--- src/hw/rtl/ipsd_pkg.sv ---
// shared types, constants and the microcode table of the incremental pid pwm drive
`timescale 1ns / 1ps
`default_nettype none

package ipsd_pkg;

  // stream and configuration widths
  localparam int IN_TDATA_W  = 32;
  localparam int OUT_TDATA_W = 56;
  localparam int CFG_IDX_W   = 3;
  localparam int CFG_DATA_W  = 16;

  // configuration register indexes
  localparam logic [CFG_IDX_W-1:0] REG_GAIN_P     = 3'd0;
  localparam logic [CFG_IDX_W-1:0] REG_GAIN_I     = 3'd1;
  localparam logic [CFG_IDX_W-1:0] REG_GAIN_D     = 3'd2;
  localparam logic [CFG_IDX_W-1:0] REG_PWM_PERIOD = 3'd3;
  localparam logic [CFG_IDX_W-1:0] REG_FULL_SCALE = 3'd4;
  localparam logic [CFG_IDX_W-1:0] REG_MIRROR_DIR = 3'd5;
  localparam logic [CFG_IDX_W-1:0] REG_INV_FLOOR  = 3'd6;

  // register reset values
  localparam logic [15:0] GAIN_P_RST     = 16'd2048;
  localparam logic [15:0] GAIN_I_RST     = 16'd819;
  localparam logic [15:0] GAIN_D_RST     = 16'd41;
  localparam logic [15:0] PWM_PERIOD_RST = 16'd60000;
  localparam logic [15:0] FULL_SCALE_RST = 16'd350;
  localparam logic        MIRROR_DIR_RST = 1'b0;
  localparam logic        INV_FLOOR_RST  = 1'b1;

  // 16*60/(pi*64) in q16: mm/s to 1/16 rpm
  localparam logic [18:0] RPM16_PER_MMPS_Q16 = 19'd312912;

  // bit-serial divider
  localparam int             DIV_STEPS = 16;
  localparam int             DIV_CNT_W = $clog2(DIV_STEPS);
  localparam logic [DIV_CNT_W-1:0] DIV_LAST = DIV_CNT_W'(DIV_STEPS - 1);

  // microprogram addresses
  localparam int             PC_W    = 4;
  localparam logic [PC_W-1:0] UA_WAIT = 4'd0;
  localparam logic [PC_W-1:0] UA_DIV  = 4'd13;

  typedef enum logic [1:0] {MA_TGT, MA_DIFF, MA_ERR, MA_MAG} mula_t;
  typedef enum logic [2:0] {MB_K, MB_GP, MB_GI, MB_GD, MB_PERIOD} mulb_t;
  typedef enum logic [1:0] {SUM_HOLD, SUM_LOAD, SUM_ADD} sumop_t;
  typedef enum logic [3:0] {
    DP_NOP, DP_ERR, DP_DIFF_P, DP_DIFF_D, DP_ROUND, DP_ACC, DP_MAG,
    DP_DIV_INIT, DP_DIV_STEP, DP_RESULT
  } dpop_t;
  typedef enum logic [2:0] {C_NEXT, C_WAIT_IN, C_DIV_LOOP, C_WAIT_OUT, C_JUMP} cond_t;

  typedef struct packed {
    mula_t           mula;
    mulb_t           mulb;
    logic            mul_en;
    sumop_t          sumop;
    dpop_t           dpop;
    cond_t           cond;
    logic [PC_W-1:0] target;
  } uword_t;

  // one control word per step
  function automatic uword_t ucode_rom(input logic [PC_W-1:0] step);
    uword_t w;
    w = '{mula: MA_TGT, mulb: MB_K, mul_en: 1'b0, sumop: SUM_HOLD,
          dpop: DP_NOP, cond: C_NEXT, target: UA_WAIT};
    case (step)
      4'd0: begin
        w.cond = C_WAIT_IN;
      end
      4'd1: begin
        w.mul_en = 1'b1; w.mula = MA_TGT; w.mulb = MB_K;
      end
      4'd2: begin
        w.dpop = DP_ERR;
      end
      4'd3: begin
        w.dpop = DP_DIFF_P;
      end
      4'd4: begin
        w.mul_en = 1'b1; w.mula = MA_DIFF; w.mulb = MB_GP; w.dpop = DP_DIFF_D;
      end
      4'd5: begin
        w.mul_en = 1'b1; w.mula = MA_DIFF; w.mulb = MB_GD; w.sumop = SUM_LOAD;
      end
      4'd6: begin
        w.mul_en = 1'b1; w.mula = MA_ERR; w.mulb = MB_GI; w.sumop = SUM_ADD;
      end
      4'd7: begin
        w.sumop = SUM_ADD;
      end
      4'd8: begin
        w.dpop = DP_ROUND;
      end
      4'd9: begin
        w.dpop = DP_ACC;
      end
      4'd10: begin
        w.dpop = DP_MAG;
      end
      4'd11: begin
        w.mul_en = 1'b1; w.mula = MA_MAG; w.mulb = MB_PERIOD;
      end
      4'd12: begin
        w.dpop = DP_DIV_INIT;
      end
      4'd13: begin
        w.dpop = DP_DIV_STEP; w.cond = C_DIV_LOOP; w.target = UA_DIV;
      end
      4'd14: begin
        w.dpop = DP_RESULT; w.cond = C_WAIT_OUT; w.target = UA_WAIT;
      end
      default: begin
        w.cond = C_JUMP; w.target = UA_WAIT;
      end
    endcase
    return w;
  endfunction

endpackage

`default_nettype wire

--- src/hw/rtl/incremental_pid_speed_pwm_drive.sv ---
// top level: microcoded incremental pid speed controller with pwm compare output
// an item passes the fixed steps and then the divider loop before out_tvalid
// the sequencer holds one item at a time
// a finished item waits in the output register while the next item is taken in
// reset (rst_n low, synchronous) clears pid state, sequencer and output valid, loads defaults
`timescale 1ns / 1ps
`default_nettype none

module incremental_pid_speed_pwm_drive (
  input  logic                                 clk,
  input  logic                                 rst_n,
  // in_tdata: target_speed [15:0], measured_speed [31:16]
  input  logic                                 in_tvalid,
  output logic                                 in_tready,
  input  logic [ipsd_pkg::IN_TDATA_W-1:0]      in_tdata,
  // out_tdata: pwm_compare [15:0], direction_level [16], controller_output [48:17], zeros above
  output logic                                 out_tvalid,
  input  logic                                 out_tready,
  output logic [ipsd_pkg::OUT_TDATA_W-1:0]     out_tdata,
  // configuration write channel
  input  logic                                 cfg_valid,
  output logic                                 cfg_ready,
  input  logic [ipsd_pkg::CFG_IDX_W-1:0]       cfg_index,
  input  logic [ipsd_pkg::CFG_DATA_W-1:0]      cfg_data
);
  import ipsd_pkg::*;

  // configuration registers
  logic [15:0] gain_p_r, gain_i_r, gain_d_r, period_r, full_scale_r;
  logic        mirror_r, floor_r;

  // sequencer
  logic [PC_W-1:0]      pc_r, pc_nxt;
  logic [DIV_CNT_W-1:0] div_cnt_r;
  uword_t               uw;

  // pid state
  logic signed [18:0] e1_r, e2_r;
  logic signed [31:0] acc_r, acc_nxt;

  // datapath registers
  logic signed [15:0] tgt_r, meas_r;
  logic signed [48:0] prod_r;
  logic signed [18:0] err_r, err_nxt;
  logic signed [20:0] d_r, d_nxt;
  logic signed [39:0] sum_r;
  logic signed [27:0] inc_r, inc_nxt;
  logic [31:0]        mag_r, mag_nxt;
  logic               pos_r, pos_nxt;
  logic [19:0]        rem_r, rem_nxt;
  logic [15:0]        qn_r;
  logic               qbit;
  logic               ovf_r;

  // output register
  logic                   out_valid_r, out_valid_nxt;
  logic [OUT_TDATA_W-1:0] out_data_r;

  // shared multiplier operands
  logic signed [32:0] mul_a;
  logic [18:0]        mul_b;
  logic signed [52:0] mul_full;

  // scratch
  logic [48:0]        p_mag, p_rnd;
  logic signed [19:0] t16, err_wide;
  logic [39:0]        s_mag, s_rnd;
  logic signed [32:0] acc_sum;
  logic [15:0]        fs_eff;
  logic [19:0]        den;
  logic [20:0]        trial;
  logic [16:0]        up;
  logic [15:0]        cmp;
  logic               level;
  logic               in_fire, out_free, res_fire;

  assign uw        = ucode_rom(pc_r);
  assign in_tready = (uw.cond == C_WAIT_IN);
  assign in_fire   = in_tvalid && in_tready;
  assign out_free  = !out_valid_r || out_tready;
  assign res_fire  = (uw.dpop == DP_RESULT) && out_free;
  assign cfg_ready = 1'b1;

  assign out_tvalid = out_valid_r;
  assign out_tdata  = out_data_r;

  // operand selection for the one multiplier
  always_comb begin
    case (uw.mula)
      MA_TGT:  mul_a = {{17{tgt_r[15]}}, tgt_r};
      MA_DIFF: mul_a = {{12{d_r[20]}}, d_r};
      MA_ERR:  mul_a = {{14{err_r[18]}}, err_r};
      MA_MAG:  mul_a = {1'b0, mag_r};
      default: mul_a = '0;
    endcase
    case (uw.mulb)
      MB_K:      mul_b = RPM16_PER_MMPS_Q16;
      MB_GP:     mul_b = {3'b0, gain_p_r};
      MB_GI:     mul_b = {3'b0, gain_i_r};
      MB_GD:     mul_b = {3'b0, gain_d_r};
      MB_PERIOD: mul_b = {3'b0, period_r};
      default:   mul_b = '0;
    endcase
  end

  assign mul_full = mul_a * $signed({1'b0, mul_b});

  // target in 1/16 rpm, rounded half away from zero, then the error
  always_comb begin
    p_mag    = prod_r[48] ? (49'd0 - prod_r) : prod_r;
    p_rnd    = p_mag + 49'd32768;
    t16      = prod_r[48] ? (20'sd0 - $signed(p_rnd[35:16])) : $signed(p_rnd[35:16]);
    err_wide = t16 - {{4{meas_r[15]}}, meas_r};
    err_nxt  = err_wide[18:0];
  end

  // first and second error differences share one register
  always_comb begin
    if (uw.dpop == DP_DIFF_D) begin
      d_nxt = {{2{err_r[18]}}, err_r} - {{1{e1_r[18]}}, e1_r, 1'b0}
            + {{2{e2_r[18]}}, e2_r};
    end else begin
      d_nxt = {{2{err_r[18]}}, err_r} - {{2{e1_r[18]}}, e1_r};
    end
  end

  // increment: sum >> 12 rounded half away from zero
  always_comb begin
    s_mag   = sum_r[39] ? (40'd0 - sum_r) : sum_r;
    s_rnd   = s_mag + 40'd2048;
    inc_nxt = sum_r[39] ? (28'sd0 - $signed(s_rnd[39:12])) : $signed(s_rnd[39:12]);
  end

  // saturating accumulate
  always_comb begin
    acc_sum = {acc_r[31], acc_r} + {{5{inc_r[27]}}, inc_r};
    if (acc_sum[32] != acc_sum[31]) begin
      acc_nxt = acc_sum[32] ? 32'sh8000_0000 : 32'sh7FFF_FFFF;
    end else begin
      acc_nxt = acc_sum[31:0];
    end
  end

  // magnitude on the driven side; zero target counts as negative
  always_comb begin
    pos_nxt = !tgt_r[15] && (tgt_r != 16'sd0);
    if (pos_nxt) begin
      mag_nxt = acc_r[31] ? 32'd0 : acc_r;
    end else begin
      mag_nxt = acc_r[31] ? (32'd0 - acc_r) : 32'd0;
    end
  end

  // restoring divider step by 16 * full scale, a zero full scale taken as one
  always_comb begin
    fs_eff  = (full_scale_r == 16'd0) ? 16'd1 : full_scale_r;
    den     = {fs_eff, 4'b0};
    trial   = {rem_r, qn_r[15]};
    qbit    = (trial >= {1'b0, den});
    rem_nxt = qbit ? 20'(trial - {1'b0, den}) : trial[19:0];
  end

  // compare value from quotient, remainder and direction
  always_comb begin
    level = pos_r ^ mirror_r;
    up    = {1'b0, qn_r} + {16'd0, (rem_r != 20'd0)};
    if (level) begin
      if (ovf_r || (up > {1'b0, period_r})) begin
        cmp = {15'd0, floor_r};
      end else begin
        cmp = period_r - up[15:0];
      end
      if (cmp > period_r) begin
        cmp = period_r;
      end
    end else begin
      if (ovf_r || (qn_r > period_r)) begin
        cmp = period_r;
      end else begin
        cmp = qn_r;
      end
    end
  end

  // step counter with conditional jumps
  always_comb begin
    case (uw.cond)
      C_NEXT:     pc_nxt = pc_r + 1'b1;
      C_WAIT_IN:  pc_nxt = in_fire ? (pc_r + 1'b1) : pc_r;
      C_DIV_LOOP: pc_nxt = (div_cnt_r == DIV_LAST) ? (pc_r + 1'b1) : uw.target;
      C_WAIT_OUT: pc_nxt = out_free ? uw.target : pc_r;
      C_JUMP:     pc_nxt = uw.target;
      default:    pc_nxt = UA_WAIT;
    endcase
  end

  always_comb begin
    if (res_fire) begin
      out_valid_nxt = 1'b1;
    end else if (out_tready) begin
      out_valid_nxt = 1'b0;
    end else begin
      out_valid_nxt = out_valid_r;
    end
  end

  // control state, pid state and configuration
  always_ff @(posedge clk) begin
    if (!rst_n) begin
      pc_r         <= UA_WAIT;
      div_cnt_r    <= '0;
      out_valid_r  <= 1'b0;
      e1_r         <= '0;
      e2_r         <= '0;
      acc_r        <= '0;
      gain_p_r     <= GAIN_P_RST;
      gain_i_r     <= GAIN_I_RST;
      gain_d_r     <= GAIN_D_RST;
      period_r     <= PWM_PERIOD_RST;
      full_scale_r <= FULL_SCALE_RST;
      mirror_r     <= MIRROR_DIR_RST;
      floor_r      <= INV_FLOOR_RST;
    end else begin
      pc_r        <= pc_nxt;
      out_valid_r <= out_valid_nxt;
      if (uw.dpop == DP_DIV_INIT) begin
        div_cnt_r <= '0;
      end else if (uw.dpop == DP_DIV_STEP) begin
        div_cnt_r <= div_cnt_r + 1'b1;
      end
      if (uw.dpop == DP_ACC) begin
        acc_r <= acc_nxt;
        e2_r  <= e1_r;
        e1_r  <= err_r;
      end
      if (cfg_valid && cfg_ready) begin
        case (cfg_index)
          REG_GAIN_P:     gain_p_r     <= cfg_data;
          REG_GAIN_I:     gain_i_r     <= cfg_data;
          REG_GAIN_D:     gain_d_r     <= cfg_data;
          REG_PWM_PERIOD: period_r     <= cfg_data;
          REG_FULL_SCALE: full_scale_r <= cfg_data;
          REG_MIRROR_DIR: mirror_r     <= cfg_data[0];
          REG_INV_FLOOR:  floor_r      <= cfg_data[0];
          default: ;
        endcase
      end
    end
  end

  // datapath payload, no reset needed
  always_ff @(posedge clk) begin
    if (in_fire) begin
      tgt_r  <= in_tdata[15:0];
      meas_r <= in_tdata[31:16];
    end
    if (uw.mul_en) begin
      prod_r <= mul_full[48:0];
    end
    case (uw.sumop)
      SUM_LOAD: sum_r <= prod_r[39:0];
      SUM_ADD:  sum_r <= sum_r + prod_r[39:0];
      default:  ;
    endcase
    case (uw.dpop)
      DP_ERR:    err_r <= err_nxt;
      DP_DIFF_P: d_r   <= d_nxt;
      DP_DIFF_D: d_r   <= d_nxt;
      DP_ROUND:  inc_r <= inc_nxt;
      DP_MAG: begin
        mag_r <= mag_nxt;
        pos_r <= pos_nxt;
      end
      DP_DIV_INIT: begin
        // quotient overflows 16 bits exactly when the high part reaches the divisor
        ovf_r <= (prod_r[47:16] >= {12'd0, den});
        rem_r <= prod_r[35:16];
        qn_r  <= prod_r[15:0];
      end
      DP_DIV_STEP: begin
        rem_r <= rem_nxt;
        qn_r  <= {qn_r[14:0], qbit};
      end
      default: ;
    endcase
    if (res_fire) begin
      out_data_r <= {7'd0, acc_r, level, cmp};
    end
  end

endmodule

`default_nettype wire

--- config.mk ---
export PLATFORM = sky130hd
export DESIGN_NAME = incremental_pid_speed_pwm_drive
export DESIGN_NICKNAME = d
export VERILOG_FILES = /design/src/hw/rtl/ipsd_pkg.sv /design/src/hw/rtl/incremental_pid_speed_pwm_drive.sv
export SDC_FILE = /design/constraint.sdc
export NUM_CORES = 2
export LEC_CHECK = 0
export BUFFER_PORTS_ARGS = -buffer_cell sky130_fd_sc_hd__buf_2
export CAP_MARGIN = 20
export CORE_MARGIN = 3
export CORE_UTILIZATION = 40
export DETAILED_ROUTE_END_ITERATION = 7
export GPL_TIMING_DRIVEN = 0
export PLACE_DENSITY_LB_ADDON = 0.12
export RECOVER_POWER = 25
export SYNTH_ARGS = -nofsm -noshare
export SYNTH_HDL_FRONTEND = slang
export SYNTH_SLANG_ARGS = --single-unit
--- constraint.sdc ---
create_clock -name clk -period 23.4 [get_ports clk]
set_clock_uncertainty 0.05 [all_clocks]
set_input_delay 4.68 -clock clk [delete_from_list [all_inputs] [get_ports clk]]
set_output_delay 4.68 -clock clk [all_outputs]
set_load 0.005 [all_outputs]
Word-level counts from Yosys, hierarchy flattened:

Index checks and enable logic that the tools add are counted.

* register bits after elaboration: 469
* bits of input ports: 56
* output and inout bits: 59
* word-level logic and storage cells: 162

* add/subtract/negate cells: 18
* multipliers: 1
* magnitude comparators: 5
* equality and inequality tests: 46
* mux-type cells: 33
* bitwise operators: 2
* reductions and logical operators: 31

Operator list (count)
* $pmux W33 S4: 1
* $mux W32: 4
* $mux W16: 6
* $pmux W19 S5: 1
* $pmux W40 S2: 1
* $mul A33 B20 Y49: 1
* $add A40 B12 Y40 const B: 1
* $add A40 B40 Y40: 1
* $eq A4 B4 Y1 const B: 10
* $mux W40: 1
* $pmux W20 S2: 1
* $sub A1 B40 Y40 const A: 1
* $pmux W4 S9: 1
* $add A35 B16 Y35 const B: 1
* $mux W35: 1
* $sub A1 B35 Y35 const A: 1
* $add A32 B28 Y33: 1
* $eq A4 B3 Y1 const B: 8
* $ge A32 B20 Y1: 1
* $gt A16 B16 Y1: 2
* $pmux W16 S2: 1
* $sub A1 B32 Y32 const A: 1
* $mux W31: 1
* $pmux W6 S5: 1
* other kinds (46): 87

Depth between registers and ports, before layout:

* depth after elaboration: 9
* depth in mapped cells: 39
* depth with buffers taken out: 37

Worst setup path after synthesis:

Ideal clock, no wire load.

* path kind: register -> register
* from: register pc_r[1]
* to: register prod_r[47] (data pin)
* library setup time: 0.258 ns
* arrival: 8.858 ns
* data required time: 23.092 ns
* path slack: 14.235 ns
* cell stages (with the launch flop): 35
* buffers on the path: 4
* cell sequence: dfxtp_1 -> inv_1 -> ha_1 -> clkbuf_1 -> nand2_1 -> nand2_1 -> buf_1 -> clkbuf_1 -> mux2i_1 -> o21ai_1 -> clkbuf_1 -> nand2_1 -> fa_1 -> fa_1 -> fa_1 -> inv_1 -> fa_1 -> fa_1 -> fa_1 -> inv_1 -> fa_1 -> inv_1 -> ha_1 -> a21o_1 -> a21o_1 -> a221o_1 -> or3_1 -> o211ai_1 -> a21oi_1 -> a21oi_1 -> a211o_1 -> o21a_1 -> o21ai_0 -> a21oi_1 -> xnor2_1

* longest elaborated chain between the ends: 5

RTL lines
* from (decl): line incremental_pid_speed_pwm_drive.sv:33 `logic [PC_W-1:0] pc_r, pc_nxt;`
* from (signal assigned): line incremental_pid_speed_pwm_drive.sv:224 `pc_r <= pc_nxt;`
* $eq A4 B4 Y1, or another cell as far along: line ipsd_pkg.sv:68 `case (step)`
* $pmux W6 S5 (*): line ipsd_pkg.sv:68
* $eq A3 B3 Y1, or another cell as far along: line incremental_pid_speed_pwm_drive.sv:96 `case (uw.mulb)`
* $pmux W19 S5 or $pmux W33 S4 (tied branches): line incremental_pid_speed_pwm_drive.sv:96, incremental_pid_speed_pwm_drive.sv:89
* $mul A33 B20 Y49 (*): line incremental_pid_speed_pwm_drive.sv:106 `assign mul_full = mul_a * $signed({1'b0, mul_b});`
* named net mul_full[47]: line incremental_pid_speed_pwm_drive.sv:62 `logic signed [52:0] mul_full;`
* to (signal assigned): line incremental_pid_speed_pwm_drive.sv:258 `prod_r <= mul_full[48:0];`
* to (decl): line incremental_pid_speed_pwm_drive.sv:43 `logic signed [48:0] prod_r;`

The timed path passes the listed nets; every way through them passes the cells marked *.
A chain may end at the register's enable or synchronous reset.

Worst setup path after layout:

* from: register pc_r[1]
* to: register prod_r[48] (data pin)

Same word-level chain as after synthesis.

==> impl_metrics.py <==
metrics = {
    "worst_setup_path": {
        "critPathMaxStageDelay_ps": 680,
        "critical_path_buf_inv_count": 10,
        "cp-start-kind": "flop",
        "cpMostUsedCell": "fa_1",
        "crit_fanout": 10,
        "r2r_slack_ps": 11410,
        "path_delay_family": "adder cells",
        "critical_path.slowest_cell": "clkbuf_1",
        "critical_path_arrival_ps": 12300,
        "end_kind": "flop",
        "crit_type": "reg2reg",
        "cp.required_ps": 23710,
    },
    "synth": {
        "netlist_area_sq_um": 52100,
        "synth_ff_type": "edfxtp_1",
        "synth-edff-count": 308,
        "ys_warn_count": 0,
        "netlist_instances": 5955,
        "synth_seq_area_share_pct": 23.9,
        "yosys-top-cells-area": "fa_1, edfxtp_1, ha_1",
        "synth_top_area_share_pct": 21.1,
        "yosysTopAreaCell": "fa_1",
        "ys_types": 97,
        "async_reset_ff_share_pct": 0,
        "synth_seq_cells": 469,
        "synth_area_per_cell_sq_um": 8.75,
    },
    "cts": {
        "clock-sinks": 469,
        "cts_setup_buffers": 0,
        "holdBufCountCts": 0,
        "cts_buffers": 57,
        "cts.path.max_buffers": 3,
        "post_cts_resize_count": 0,
        "htree_num_levels": 2,
        "clk_pin_slew_ps": 60,
        "clk-insertion-delay-late_ps": 660,
        "cts_root_buffer": "clkbuf_16",
        "cts_tree": "yes",
    },
    "global_routing": {
        "busiest_layer": "met2",
        "grt_antenna_before_repair": 12,
        "grt_pass1_wl_mm": 273,
        "track_usage_pct": 26.9,
        "use_met2_pct": 41.9,
        "gr-total-overflow": 0,
        "met3_usage_pct": 4.03,
        "grt_pass1_vias": 42800,
        "grt_start_max_net_pins": 37,
        "use_met1_pct": 39.0,
    },
    "routing": {
        "wl_per_cell_microns": 23.0,
        "drt-total-wl_mm": 183,
        "drtAntennaViolNets": 0,
        "dr.pass1.iters": 7,
        "viasPerCell": 5.50,
        "drt_iter0_drc": 4165,
        "vias": 43700,
        "drcViolationCount": 0,
    },
    "timing": {
        "timing.hold.ws_ps": 405,
        "rsz0062_at_grt": "no",
        "period_share_pct": 51.2,
        "finalHoldViolCount": 0,
        "setup_slack_ps": 11410,
        "tightest_slew_ps": 1610,
        "setup_viol": 0,
        "max_freq_mhz": 83.4,
        "min_period_ps": 11990,
        "drv_slew": 35,
        "slew_headroom_pct": -7.18,
        "setup-tns-final_ps": 0,
    },
    "cells_and_area": {
        "nets": 7170,
        "fin_cells": 7950,
        "drive_gt1_share_pct": 5.61,
        "syn2layout_area_growth_pct": 9.83,
    },
    "floorplanning": {
        "die_y_microns": 367,
        "core-area_sq_um": 128000,
        "num_rows": 131,
        "io_pins": 115,
        "die-area_sq_um": 135000,
        "fp.dieW_microns": 367,
        "start_util_pct": 40.6,
    },
    "status": {
        "outcome": "complete, but fails checks",
        "violations": "max-capacitance violations, max-slew violations",
    },
    "placed_design": {
        "place_hpwl_mm": 148,
        "dp_slack_ps": 11600,
        "place.gp.congestion": 0.924,
        "port_buffers": 106,
        "place_inst": 7834,
    },
    "min_path": {
        "hold_path_class": "reg2reg",
    },
    "flow_run": {
        "drv_cap": 2,
    },
}
## synthesized netlist by cell type, types with 30 or more instances
cell type / instances
a21o_1: 89
nand2b_1: 69
nand2_1: 780
fa_1: 550
nor3_1: 93
a21oi_1: 350
and3_1: 44
mux2i_1: 35
o21ai_0: 253
nand3_1: 95
mux2_2: 34
edfxtp_1: 308
nand4_1: 31
dfxtp_1: 161
xnor2_1: 212
ha_1: 394
inv_1: 876
nor2_1: 520
o21a_1: 48
or3_1: 37
clkbuf_1: 210
o21ai_1: 33
nor2b_1: 70
xor2_1: 107
o31ai_1: 34
and2_1: 37
o211ai_1: 30
## worst min-delay path, delay by kind of cell (launching register included)
kind             cells  cell delay [ps]
flip-flops           1              310
AO/OA/AOI/OAI        1               50
AND/OR/NAND/NOR      1               50
## state kept, by name, indices dropped and copies added, names as in the netlist, 19 cells and up
| name | flops |
|---|---|
| acc_r | 32 |
| d_r | 21 |
| prod_r | 49 |
| e2_r | 19 |
| e1_r | 19 |
| out_tdata | 49 |
| err_r | 19 |
| mag_r | 32 |
| rem_r | 20 |
| inc_r | 28 |
| sum_r | 40 |
## logic make-up (layout without fill, tap and decap cells)
logic type | Yosys count | in the layout | synth area share [%]
AOI/OAI and AO/OA | 1107 | 1107 | 13.4
xor gates and xnor gates | 320 | 320 | 5.41
adders and majority gates | 972 | 972 | 31.1
buffers and inverters | 1121 | 1379 | 8.20
DFF | 469 | 469 | 23.9
muxes | 69 | 69 | 1.41
other | 2 | 10 | 0.0144
and+or+nand+nor | 1895 | 1895 | 16.4
## stage by stage
| stage | area [sq um] | util [%] |
|---|---|---|
| 2_1_floorplan | 52100 | - |
| 3_3_place_gp | 54800 | 42.7 |
| 3_5_place_dp | 55300 | 43.1 |
| 4_1_cts | 57200 | 44.6 |
| 5_1_grt | 57200 | 44.6 |
| 6_report | 57200 | 44.6 |
## routing by layer
layer  vias to the layer above  part of all wire (%)
met4                         0                   2.8
met1                     21800                    46
met2                      1472                    44
met5                         -                     0
li1                      20200                     -
met3                       231                   7.1
## final timing paths
kind                                     to   startpoint  cells past startpoint
worst max-delay path             prod_r[48]      pc_r[1]                     37
worst min-delay path            gain_p_r[1]  gain_p_r[1]                      2
worst max register to register   prod_r[48]      pc_r[1]                     37
worst min register to register  gain_p_r[1]  gain_p_r[1]                      2
## area by class of cell
| cell class | instances | area (sq um) |
|---|---|---|
| Multi-Input combinational cell | 4371 | 35400 |
| Inverter | 878 | 3300 |
| Tap cell | 1729 | 2160 |
| Clock buffer | 82 | 1710 |
| Antenna cell | 2 | 5.00 |
| Fill cell | 12800 | 71100 |
| Buffer | 243 | 975 |
| Clock inverter | 26 | 268 |
| Sequential cell | 469 | 12500 |
| Timing Repair Buffer | 150 | 900 |
## layout by cell type (no fill, tap or decap), drive strengths merged, types with 35 or more instances in the layout
cell and count:
edfxtp 308, clkbuf 307, xor2 107, nor2 520, nand2 780, o21a 48, fa 550, a21o 89
nand2b 69, nor2b 70, mux2i 35, nor3 98, or3 38, a21oi 350, and2 39, inv 882
o21ai 286, buf 167, and3 45, dfxtp 161, nand3 95, xnor2 212, ha 394
Power is not shown: default switching activity piles up to over one toggle a cycle in this logic, so the estimate is an artifact.
